==> src/rtl/core/srab_pkg.sv <==
package srab_pkg;

    // Result kinds
    localparam logic [1:0] KIND_WRITE = 2'd0;
    localparam logic [1:0] KIND_READ  = 2'd1;
    localparam logic [1:0] KIND_TX    = 2'd2;
    localparam logic [1:0] KIND_CAL   = 2'd3;

    // Register indexes
    localparam logic [1:0] REG_BANK_A = 2'd0;
    localparam logic [1:0] REG_BANK_B = 2'd1;
    localparam logic [1:0] REG_BANK_C = 2'd2;
    localparam logic [1:0] REG_BANK_D = 2'd3;

    // Bank base reset values
    localparam logic [31:0] BANK_A_RST = 32'h4001_0000;
    localparam logic [31:0] BANK_B_RST = 32'h4000_0000;
    localparam logic [31:0] BANK_C_RST = 32'h4005_7000;
    localparam logic [31:0] BANK_D_RST = 32'h4007_5000;

    typedef struct packed {
        logic [31:0] a;
        logic [31:0] b;
        logic [31:0] c;
        logic [31:0] d;
    } bank_bases_t;

    // Group of result beats caused by one input beat
    typedef struct packed {
        logic [1:0]  kind;      // kind of the first beat; KIND_TX for a byte burst
        logic [1:0]  last_idx;  // index of the final beat
        logic [31:0] addr;
        logic [31:0] data;      // write data, or read data to transmit
    } bundle_t;

endpackage

==> src/rtl/core/srab_cfg_regs.sv <==
module srab_cfg_regs
    import srab_pkg::*;
(
    input  logic        aclk,
    input  logic        aresetn,
    input  logic        psel,
    input  logic        penable,
    input  logic        pwrite,
    input  logic [3:0]  paddr,
    input  logic [31:0] pwdata,
    output logic [31:0] prdata,
    output logic        pready,
    output bank_bases_t bases
);

    bank_bases_t bases_reg;
    logic        wr_en;
    logic [1:0]  reg_idx;

    assign pready  = 1'b1;
    assign wr_en   = psel & penable & pwrite & pready;
    assign reg_idx = paddr[3:2];
    assign bases   = bases_reg;

    // Register writes
    always_ff @(posedge aclk) begin
        if (!aresetn) begin
            bases_reg.a <= BANK_A_RST;
            bases_reg.b <= BANK_B_RST;
            bases_reg.c <= BANK_C_RST;
            bases_reg.d <= BANK_D_RST;
        end else if (wr_en) begin
            unique case (reg_idx)
                REG_BANK_A: bases_reg.a <= pwdata;
                REG_BANK_B: bases_reg.b <= pwdata;
                REG_BANK_C: bases_reg.c <= pwdata;
                REG_BANK_D: bases_reg.d <= pwdata;
                default:    bases_reg.a <= bases_reg.a;
            endcase
        end
    end

    // Read mux
    always_comb begin
        unique case (reg_idx)
            REG_BANK_A: prdata = bases_reg.a;
            REG_BANK_B: prdata = bases_reg.b;
            REG_BANK_C: prdata = bases_reg.c;
            REG_BANK_D: prdata = bases_reg.d;
            default:    prdata = 32'd0;
        endcase
    end

endmodule

==> src/rtl/core/srab_parser.sv <==
module srab_parser
    import srab_pkg::*;
(
    input  logic        aclk,
    input  logic        aresetn,
    input  logic        in_accept,
    input  logic        in_cmd,
    input  logic [7:0]  in_byte,
    input  logic [31:0] in_rdata,
    input  bank_bases_t bases,
    output logic        bundle_load,
    output bundle_t     bundle
);

    typedef enum logic [2:0] {
        PH_HEAD1 = 3'd0,
        PH_HEAD2 = 3'd1,
        PH_CMD   = 3'd2,
        PH_ADDR  = 3'd3,
        PH_DATA  = 3'd4,
        PH_WAIT  = 3'd5
    } phase_t;

    localparam logic [7:0]  HDR1     = 8'h9F;
    localparam logic [7:0]  HDR2     = 8'h8F;
    localparam logic [15:0] CMD_A_RD2 = 16'h0001;
    localparam logic [15:0] CMD_A_WR2 = 16'h0002;
    localparam logic [15:0] CMD_A_RD4 = 16'h0004;
    localparam logic [15:0] CMD_A_WR4 = 16'h0005;
    localparam logic [15:0] CMD_B_WR  = 16'h0010;
    localparam logic [15:0] CMD_B_RD  = 16'h0011;
    localparam logic [15:0] CMD_C_WR  = 16'h001E;
    localparam logic [15:0] CMD_C_RD  = 16'h001F;
    localparam logic [15:0] CMD_D_WR  = 16'h0020;
    localparam logic [15:0] CMD_D_RD  = 16'h0021;
    localparam logic [15:0] CAL_OFFSET = 16'h0004;

    phase_t      phase_reg,   phase_next;
    logic [1:0]  count_reg,   count_next;
    logic [15:0] command_reg, command_next;
    logic [15:0] offset_reg,  offset_next;
    logic [31:0] payload_reg, payload_next;

    logic [2:0]  pay_len;
    logic        cmd_is_read;
    logic [31:0] bank_sel;
    logic [31:0] bus_addr;
    logic [31:0] pay_acc;
    logic [31:0] wr_data;
    logic [2:0]  count_inc;
    logic        cal_req;

    // Command decode
    always_comb begin
        case (command_reg)
            CMD_A_RD2, CMD_A_WR2: pay_len = 3'd2;
            CMD_A_RD4, CMD_A_WR4, CMD_B_WR, CMD_B_RD,
            CMD_C_WR, CMD_C_RD, CMD_D_WR, CMD_D_RD: pay_len = 3'd4;
            default: pay_len = 3'd0;
        endcase
        case (command_reg)
            CMD_B_WR, CMD_B_RD: bank_sel = bases.b;
            CMD_C_WR, CMD_C_RD: bank_sel = bases.c;
            CMD_D_WR, CMD_D_RD: bank_sel = bases.d;
            default:            bank_sel = bases.a;
        endcase
        cmd_is_read = (command_reg == CMD_A_RD2) || (command_reg == CMD_A_RD4) ||
                      (command_reg == CMD_B_RD)  || (command_reg == CMD_C_RD)  ||
                      (command_reg == CMD_D_RD);
    end

    // Address, payload assembly
    assign bus_addr  = bank_sel + {16'd0, offset_reg};
    assign pay_acc   = payload_reg | ({24'd0, in_byte} << {count_reg, 3'b000});
    assign count_inc = {1'b0, count_reg} + 3'd1;
    assign wr_data   = (command_reg == CMD_A_WR2) ? {16'd0, pay_acc[15:0]} : pay_acc;
    assign cal_req   = (command_reg == CMD_D_WR) && (offset_reg == CAL_OFFSET) &&
                       (wr_data == 32'd1);

    // Frame parser next state
    always_comb begin
        phase_next   = phase_reg;
        count_next   = count_reg;
        command_next = command_reg;
        offset_next  = offset_reg;
        payload_next = payload_reg;
        bundle_load  = 1'b0;
        bundle       = '0;
        if (in_accept) begin
            if (in_cmd) begin
                // Read data return, sent out as a byte burst
                if (phase_reg == PH_WAIT) begin
                    bundle_load     = 1'b1;
                    bundle.kind     = KIND_TX;
                    bundle.last_idx = (command_reg == CMD_A_RD2) ? 2'd1 : 2'd3;
                    bundle.data     = in_rdata;
                    phase_next      = PH_HEAD1;
                    count_next      = 2'd0;
                end
            end else begin
                case (phase_reg)
                    PH_HEAD2: begin
                        phase_next = (in_byte == HDR2) ? PH_CMD : PH_HEAD1;
                        count_next = 2'd0;
                    end
                    PH_CMD: begin
                        if (count_reg == 2'd0) begin
                            command_next = {8'd0, in_byte};
                            count_next   = 2'd1;
                        end else begin
                            command_next = {in_byte, command_reg[7:0]};
                            count_next   = 2'd0;
                            phase_next   = PH_ADDR;
                        end
                    end
                    PH_ADDR: begin
                        if (count_reg == 2'd0) begin
                            offset_next = {8'd0, in_byte};
                            count_next  = 2'd1;
                        end else begin
                            offset_next  = {in_byte, offset_reg[7:0]};
                            count_next   = 2'd0;
                            payload_next = 32'd0;
                            phase_next   = (pay_len != 3'd0) ? PH_DATA : PH_HEAD1;
                        end
                    end
                    PH_DATA: begin
                        payload_next = pay_acc;
                        if (count_inc < pay_len) begin
                            count_next = count_inc[1:0];
                        end else begin
                            count_next  = 2'd0;
                            bundle_load = 1'b1;
                            bundle.addr = bus_addr;
                            if (cmd_is_read) begin
                                bundle.kind = KIND_READ;
                                phase_next  = PH_WAIT;
                            end else begin
                                payload_next    = wr_data;
                                bundle.kind     = KIND_WRITE;
                                bundle.data     = wr_data;
                                bundle.last_idx = cal_req ? 2'd1 : 2'd0;
                                phase_next      = PH_HEAD1;
                            end
                        end
                    end
                    PH_WAIT: begin
                        // bytes dropped while a read is outstanding
                    end
                    default: begin
                        count_next = 2'd0;
                        phase_next = (in_byte == HDR1) ? PH_HEAD2 : PH_HEAD1;
                    end
                endcase
            end
        end
    end

    always_ff @(posedge aclk) begin
        if (!aresetn) begin
            phase_reg   <= PH_HEAD1;
            count_reg   <= 2'd0;
            command_reg <= 16'd0;
            offset_reg  <= 16'd0;
            payload_reg <= 32'd0;
        end else begin
            phase_reg   <= phase_next;
            count_reg   <= count_next;
            command_reg <= command_next;
            offset_reg  <= offset_next;
            payload_reg <= payload_next;
        end
    end

endmodule

==> src/rtl/core/srab_emitter.sv <==
module srab_emitter
    import srab_pkg::*;
(
    input  logic        aclk,
    input  logic        aresetn,
    input  logic        bundle_load,
    input  bundle_t     bundle,
    output logic        load_ready,
    output logic        m_tvalid,
    input  logic        m_tready,
    output logic [71:0] m_tdata,
    output logic [1:0]  m_tuser,
    output logic        m_tlast
);

    logic       valid_reg, valid_next;
    logic [1:0] idx_reg,   idx_next;
    bundle_t    bundle_reg;
    logic       is_last;
    logic [31:0] out_addr;
    logic [31:0] out_wdata;
    logic [7:0]  out_tx;
    logic [1:0]  out_kind;

    assign is_last    = (idx_reg == bundle_reg.last_idx);
    assign load_ready = !valid_reg || (m_tready && is_last);

    // Beat selection from the held group
    always_comb begin
        out_addr  = 32'd0;
        out_wdata = 32'd0;
        out_tx    = 8'd0;
        if (bundle_reg.kind == KIND_TX) begin
            out_kind = KIND_TX;
            out_tx   = bundle_reg.data[{idx_reg, 3'b000} +: 8];
        end else if (idx_reg == 2'd0) begin
            out_kind = bundle_reg.kind;
            out_addr = bundle_reg.addr;
            if (bundle_reg.kind == KIND_WRITE) begin
                out_wdata = bundle_reg.data;
            end
        end else begin
            out_kind = KIND_CAL;
        end
    end

    assign m_tvalid = valid_reg;
    assign m_tdata  = {out_tx, out_wdata, out_addr};
    assign m_tuser  = out_kind;
    assign m_tlast  = is_last;

    // Beat sequencing
    always_comb begin
        valid_next = valid_reg;
        idx_next   = idx_reg;
        if (bundle_load && load_ready) begin
            valid_next = 1'b1;
            idx_next   = 2'd0;
        end else if (valid_reg && m_tready) begin
            if (is_last) begin
                valid_next = 1'b0;
            end else begin
                idx_next = idx_reg + 2'd1;
            end
        end
    end

    always_ff @(posedge aclk) begin
        if (!aresetn) begin
            valid_reg <= 1'b0;
            idx_reg   <= 2'd0;
        end else begin
            valid_reg <= valid_next;
            idx_reg   <= idx_next;
        end
    end

    always_ff @(posedge aclk) begin
        if (bundle_load && load_ready) begin
            bundle_reg <= bundle;
        end
    end

endmodule

==> src/rtl/core/serial_register_access_bridge_unit.sv <==
// Serial register access bridge.
// Slave stream: one beat is a received serial byte (tuser 0) or the data of a
// bus read coming back (tuser 1). Frames 9F 8F, command, offset, payload are
// parsed from the bytes; each completed frame gives one bus write beat
// (kind 0), a write plus a calibration request (kind 3), or a read request
// (kind 1). The returned read data goes out as 2 or 4 transmit-byte beats
// (kind 2), low byte first. tlast marks the final result of one input beat.
// Latency: results of a beat accepted at one edge are on m_* from the next
// cycle on. Throughput: one input beat per cycle while each beat causes at most
// one result; a beat causing more than one result keeps s_tready low while its
// result group drains through the single output stage.
// When m_tready is low the result is held and s_tready drops once the output
// stage is full; beats causing no result are still taken while it is free.
// Reset clears the parser to wait for a header and loads the bank bases with
// their default values. Bank bases are written through the APB port at
// byte addresses 0, 4, 8 and 12.
module serial_register_access_bridge_unit
    import srab_pkg::*;
(
    input  logic        aclk,
    input  logic        aresetn,
    // APB register port
    input  logic        psel,
    input  logic        penable,
    input  logic        pwrite,
    input  logic [3:0]  paddr,
    input  logic [31:0] pwdata,
    output logic [31:0] prdata,
    output logic        pready,
    // Input stream
    input  logic        s_tvalid,
    output logic        s_tready,
    input  logic [39:0] s_tdata,   // [7:0] rx_byte, [39:8] read_data
    input  logic        s_tuser,   // [0] cmd
    // Result stream
    output logic        m_tvalid,
    input  logic        m_tready,
    output logic [71:0] m_tdata,   // [31:0] bus_address, [63:32] write_data, [71:64] tx_byte
    output logic [1:0]  m_tuser,   // [1:0] kind
    output logic        m_tlast
);

    bank_bases_t bases;
    bundle_t     bundle;
    logic        bundle_load;
    logic        load_ready;
    logic        in_accept;

    assign s_tready  = load_ready;
    assign in_accept = s_tvalid && s_tready;

    srab_cfg_regs u_cfg (
        .aclk    (aclk),
        .aresetn (aresetn),
        .psel    (psel),
        .penable (penable),
        .pwrite  (pwrite),
        .paddr   (paddr),
        .pwdata  (pwdata),
        .prdata  (prdata),
        .pready  (pready),
        .bases   (bases)
    );

    srab_parser u_parser (
        .aclk        (aclk),
        .aresetn     (aresetn),
        .in_accept   (in_accept),
        .in_cmd      (s_tuser),
        .in_byte     (s_tdata[7:0]),
        .in_rdata    (s_tdata[39:8]),
        .bases       (bases),
        .bundle_load (bundle_load),
        .bundle      (bundle)
    );

    srab_emitter u_emitter (
        .aclk        (aclk),
        .aresetn     (aresetn),
        .bundle_load (bundle_load),
        .bundle      (bundle),
        .load_ready  (load_ready),
        .m_tvalid    (m_tvalid),
        .m_tready    (m_tready),
        .m_tdata     (m_tdata),
        .m_tuser     (m_tuser),
        .m_tlast     (m_tlast)
    );

endmodule

==> config.mk <==
export PLATFORM = sky130hd
export DESIGN_NAME = serial_register_access_bridge_unit
export DESIGN_NICKNAME = d
export VERILOG_FILES = /design/src/rtl/core/srab_pkg.sv /design/src/rtl/core/srab_cfg_regs.sv /design/src/rtl/core/srab_parser.sv /design/src/rtl/core/srab_emitter.sv /design/src/rtl/core/serial_register_access_bridge_unit.sv
export SDC_FILE = /design/constraint.sdc
export NUM_CORES = 1
export LEC_CHECK = 0
export ABC_AREA = 0
export BUFFER_PORTS_ARGS = -buffer_cell sky130_fd_sc_hd__buf_2
export CORE_MARGIN = 2
export CORE_UTILIZATION = 50
export DETAILED_ROUTE_END_ITERATION = 8
export HOLD_SLACK_MARGIN = 0.12
export PLACE_DENSITY_LB_ADDON = 0.08
export SETUP_SLACK_MARGIN = 0.05
export SLEW_MARGIN = 20
export SYNTH_ARGS = -nofsm -noshare
export SYNTH_HDL_FRONTEND = slang
export SYNTH_SLANG_ARGS = --single-unit
==> constraint.sdc <==
create_clock -name aclk -period 10.94 [get_ports aclk]
set_input_delay 1.094 -clock aclk [delete_from_list [all_inputs] [get_ports aclk]]
set_output_delay 1.094 -clock aclk [all_outputs]
set_load 0.01 [all_outputs]
After elaboration in Yosys (flattened, before gate mapping)
Index checks and enable logic that the tools add are counted.

Memory bits (read-only): 0. Memories: 0. Input port bits: 84. Output and inout port bits: 110. Bits in latches: 0. Flip-flop bits (word level): 268. Word-level logic and storage cells: 154. Memory bits (writable): 0.

$add $sub $neg: 3. Equality and inequality tests: 30. Reduce and logical (&&, ||, !) cells: 41. Bitwise logic cells: 8. Muxes and demuxes: 52. Order comparisons: 1. Divide/modulo/power cells: 0. $mul: 0. Shifts and indexed selects: 2.

Operators by type and width (number): 32-bit 2-to-1 mux (12); 32-bit case mux with 4 select lines (1); 32-bit case mux with 3 select lines (1); 68-bit 2-to-1 mux (1); 67-bit 2-to-1 mux (1); 16-bit by 5-bit == test with 1-bit output, second input constant (4); 32-bit case mux with 2 select lines (1); 16-bit by 3-bit == test with 1-bit output, second input constant (3); 32-bit by 16-bit adder with 32-bit output (1); 16-bit by 6-bit == test with 1-bit output, second input constant (2); 32-bit by 1-bit == test with 1-bit output, second input constant (1); 16-bit 2-to-1 mux (2); 32-bit bitwise OR (1); 32-bit by 6-bit variable part select with 8-bit output (1); 8-bit by 5-bit left shift with 32-bit output (1); 3-bit 2-to-1 mux (7); 16-bit by 1-bit == test with 1-bit output, second input constant (1); 16-bit by 2-bit == test with 1-bit output, second input constant (1); 8-bit == test, second input constant (2); 2-bit 2-to-1 mux (8); 3-bit case mux with 5 select lines (1); 1-bit 2-to-1 mux (12); 2-bit AND reduction (6); 4-bit AND reduction (3); other kinds (29) (63).

Depth between registers and ports, before layout
Depth after elaboration: 11. Depth in mapped cells: 20. Gate-level depth less buffers: 15.

Modules after synthesis
A second synthesis with hierarchy kept.

Cells, all modules: 1553. Area total of the unflattened synthesis: 14791.7 um^2.

By module, submodules not included: srab_parser (times used 1, area an instance 6234.7 um^2, cells an instance 852); srab_cfg_regs (times used 1, area an instance 5547.8 um^2, cells an instance 513); srab_emitter (times used 1, area an instance 3002.9 um^2, cells an instance 187); serial_register_access_bridge_unit (times used 1, area an instance 6.3 um^2, cells an instance 1).

Worst setup path before layout
Ideal clock, no wire load.

Path type: input port to flip-flop. From: input port m_tready. To: register u_emitter.bundle_reg[0] in the netlist's numbering (enable). Data arrival time: 4.451 ns. Data required time: 10.512 ns. Setup slack: 6.061 ns. Path buffers: 4. Setup time: 0.428 ns. Stages on the path: 10. Cells stage by stage: inv_1 > o31ai_1 > and2_1 > clkbuf_1 > nand2_1 > or3b_1 > clkbuf_1 > buf_2 > buf_1 > nand2_1.

Longest elaborated chain between the ends: 5.

RTL lines: from (decl) (line serial_register_access_bridge_unit.sv:37) `input logic m_tready,`; 1-bit logical AND (*) (line srab_emitter.sv:26) `assign load_ready = !valid_reg || (m_tready && is_last);`; 1-bit logical OR (*) (line srab_emitter.sv:26); via s_tready (line serial_register_access_bridge_unit.sv:32) `output logic s_tready,`; 1-bit logical AND (line serial_register_access_bridge_unit.sv:50) `assign in_accept = s_tvalid && s_tready;`; 1-bit 2-to-1 mux (line srab_parser.sv:89) `if (in_accept) begin`; 1-bit logical AND (*) (line srab_emitter.sv:79) `if (bundle_load && load_ready) begin`; to (signal assigned) (line srab_emitter.sv:80) `bundle_reg <= bundle;`; to (decl) (line srab_emitter.sv:18) `bundle_t bundle_reg;`.

The timed path passes the listed nets; every way through them passes the cells marked *. A chain may end at the register's enable or synchronous reset.

Worst setup path in the final report
From: register u_parser.command_reg[12]. To: register u_emitter.bundle_reg[57] in the netlist's numbering, data pin.

Longest elaborated chain between the ends: 5.

RTL lines: from (decl) (line srab_parser.sv:40) `logic [15:0] command_reg, command_next;`; from (signal assigned) (line srab_parser.sv:169) `command_reg <= command_next;`; branches (longest 5 deep; another with 32-bit by 16-bit adder with 32-bit output).

Several ways; the timed one is not identified.

==> run_results.csv <==
group,metric,value,unit
status,status,"complete, no violations",
finish,fill_cells,2485,
global_routing,grt_overflow_total,0,
place,post_dp_cell_area,0.0148,mm2
min_path,worstHoldPathType,"register to register",
job,drv_cap,0,
finish,nNetsFinal,1797,
sta,timing.fmax,190,MHz
sta,timing.final.ws_setup,5.67,ns
finish,largest_register_ffs,128,
logic_synthesis,synth.cell_area,0.0137,mm2
critical_path,timing.critical_path.arrival,5.56,ns
global_routing,antenna_found_initial,2,
drt,drt.antenna.violating_nets,0,
logic_synthesis,synthCells,1568,
clock_network,numClockSinks,268,
logic_synthesis,synth-main-ff-cell,"dfxtp_1",
logic_synthesis,yosys.area_share.xor_xnor,1.59,%
floorplan,chipWidth,170,um
finish,drive_above_1_share,18.7,%
logic_synthesis,yosysSeqAreaShare,44.0,%
clock_network,clk_root_buffer_cell,"clkbuf_16",
sta,grt_setup_unrepaired,"no",
clock_network,tritoncts,"yes",
sta,timing.final.hold_violations,0,
drt,drt_pre_antenna_iters,7,
critical_path,worst-setup-path-type,"register to register",
clock_network,cts.clk_slew.worst_paths,0.06,ns
sta,min_period_over_period,48.2,%
drt,post_drt_via_cell_ratio,5.96,
logic_synthesis,yosys.cell_count.top_type,"nand2_1",
clock_network,ctsResizeCount,0,
clock_network,numCtsBuffers,29,
power,p_leak,0.00638,uW
logic_synthesis,synth_top_family_by_area,"simple AND/OR/NAND/NOR gates",
logic_synthesis,postSynthNetCount,1675,
logic_synthesis,netlist_top_cells_count,"nand2_1 (357), a21oi_1 (207), dfxtp_1 (200)",
sta,final.setup_skew,0.0202,ns
floorplan,fp.coreArea,0.0270,mm2
floorplan,die_height,170,um
logic_synthesis,yosys.cell_types.count,79,
clock_network,cts-root-to-sink-buffers,3,
logic_synthesis,synth_simple_gate_area_share,24.0,%
global_routing,global_route_wire_length_before_repair,63000,um
logic_synthesis,synth_top_area_share,29.1,%
drt,wire_per_inst,19.9,um
clock_network,insertion_delay,0.54,ns
global_routing,grt.total_usage,27.9,%
finish,fin_area,0.0158,mm2
global_routing,pin_count_of_the_biggest_net_entering_global_routing,93,
place,dp.final_hpwl,27500,um
critical_path,worst-endpoint-required,11.22,ns
clock_network,postCtsHoldBufs,0,
logic_synthesis,async_flop_share,0,%
finish,final-seq-area,0.00605,mm2
critical_path,cp_common_cell,"nand2_1",
drt,vias,12229,
sta,final_period_minus_worst_setup_slack,5.27,ns
logic_synthesis,synth.ff_latch_count,268,
critical_path,critical_path.cell_chain,"or4_1, nor2_2, o21ai_2, buf_4, nand2_1, nand2_1, ha_1, a2111oi_0, o21ai_0, a221oi_1, o2111ai_1, nand4bb_1, nor2_1, a31oi_1, nor3b_1",
finish,area_growth_syn_to_layout,14.8,%
critical_path,critPathMaxStageDelay,0.81,ns
power,power_density_over_the_cells,136,mW/mm2
finish,insertedDiodeCount,0,
place,routabilityCongestion,0.894,
floorplan,placementRows,60,
critical_path,start_kind,"register",
logic_synthesis,synthAdderAreaFrac,2.15,%
sta,maxSlewHeadroom,24.7,%
drt,detail_route.wirelength,40900,um
critical_path,cp-end-kind,"register",
logic_synthesis,synth-compound-area-share,16.1,%
floorplan,initial_standard_cell_utilization_of_the_core,51.0,%
sta,worst_slew_pin_slew,1.13,ns
clock_network,post-cts-setup-buffer-count,0,
floorplan,pin_count,194,
sta,timing.setup.tns,0,ns
logic_synthesis,synth_top_cells_by_area,"dfxtp_1 (29%), edfxtp_1 (15%), nand2_1 (9.7%)",
place,numPortBuffers,190,
finish,finalCoreUtilization,58.6,%
clock_network,cts-htree-levels,1,
logic_synthesis,yosys-mux-area-fraction,8.53,%
logic_synthesis,number_of_flops_mapped_to_enable_cells_by_yosys,68,
sta,report.final.setup_viol,0,
power,finalPower,2140,uW
critical_path,cp_slowest_cell,"or4_1",
critical_path,critical_path.max_fanout,21,
place,dp_worst_setup_slack,5.82,ns
logic_synthesis,synthDominantAreaCellType,"dfxtp_1",
sta,timing_max_transition_violations_final,0,
global_routing,number_of_global_route_vias_before_repair,11173,
floorplan,die-area,0.0288,mm2
logic_synthesis,syn-mean-instance-area,8.77,um2
finish,total_area_of_multi_input_combinational_cells,0.00723,mm2
power,vdd.ir_drop.worst,118,uV
drt,route.detailed.drc,0,
logic_synthesis,synth-warning-count,0,
drt,drt_iter0_drc,1217,
-- metrics by stage --
stage / hold slack, ns / cells
6_report: 0.468 / 2052
5_1_grt: 0.484 / 2052
4_1_cts: 0.468 / 2052
3_3_place_gp: 0.451 / 2000
3_5_place_dp: 0.457 / 2000
2_1_floorplan: 0.438 / 1568
-- cells in the final DEF (no fill, tap or decap), types with 20 or more instances in the layout --
master,instances
ha_1,22
nand3_1,42
edfxtp_1,68
nor2b_1,20
nor2_1,112
and2_1,40
mux4_2,40
and3_1,38
dfxtp_1,200
a222oi_1,21
nand2_1,354
a21oi_1,207
clkbuf_16,29
buf_2,190
mux2i_1,26
o21ai_0,44
-- critical path, delay by kind of cell (launching register included) --
family | cells | cell delay, ns
buffers and inverters | 1 | 0.29
AND/OR/NAND/NOR | 7 | 2.05
flip-flops | 1 | 0.32
AO/OA/AOI/OAI | 6 | 1.97
adder cells (fa/ha/maj) | 1 | 0.37
-- cell families after synthesis --
logic type / count (synthesis)
other: 1
AND/OR/NAND/NOR: 700
AO/OA/AOI/OAI: 359
XOR/XNOR: 25
multiplexers: 67
adder cells (fa/ha/maj): 23
flip-flops: 268
buffers and inverters: 125
-- path summary, 6_finish.rpt --
path	start	end	slack [ns]	depth (start not counted)
worst max-delay path	u_parser.command_reg[12]	u_emitter.bundle_reg[57]	5.67	15
worst min-delay path	u_cfg.bases[4]	u_cfg.bases[4]	0.47	2
worst max register to register	u_parser.command_reg[12]	u_emitter.bundle_reg[57]	5.67	15
worst min register to register	u_cfg.bases[4]	u_cfg.bases[4]	0.47	2
-- report_power, final --
| group | switching, uW | internal [uW] |
|---|---|---|
| clock | 401 | 617 |
| combinational | 66.7 | 32.7 |
| sequential | 5.53 | 1020 |
-- layer usage --
metal	vias up	track usage, %	part of all wire [%]
met5	-	0	0.032
met4	2	6.06	1.5
met3	51	5.05	9.5
met2	574	43.6	45
met1	5763	40.4	44
li1	5839	-	-
-- area by class of cell --
cell class                      instances  share of cell area, %
Multi-Input combinational cell       1175                   45.8
Tap cell                              341                   2.70
Inverter                               13                  0.325
Clock buffer                           39                   5.21
Timing Repair Buffer                  203                   6.64
Clock inverter                         13                   1.05
Sequential cell                       268                   38.3
Note: power is estimated with default switching activity, not from simulation.
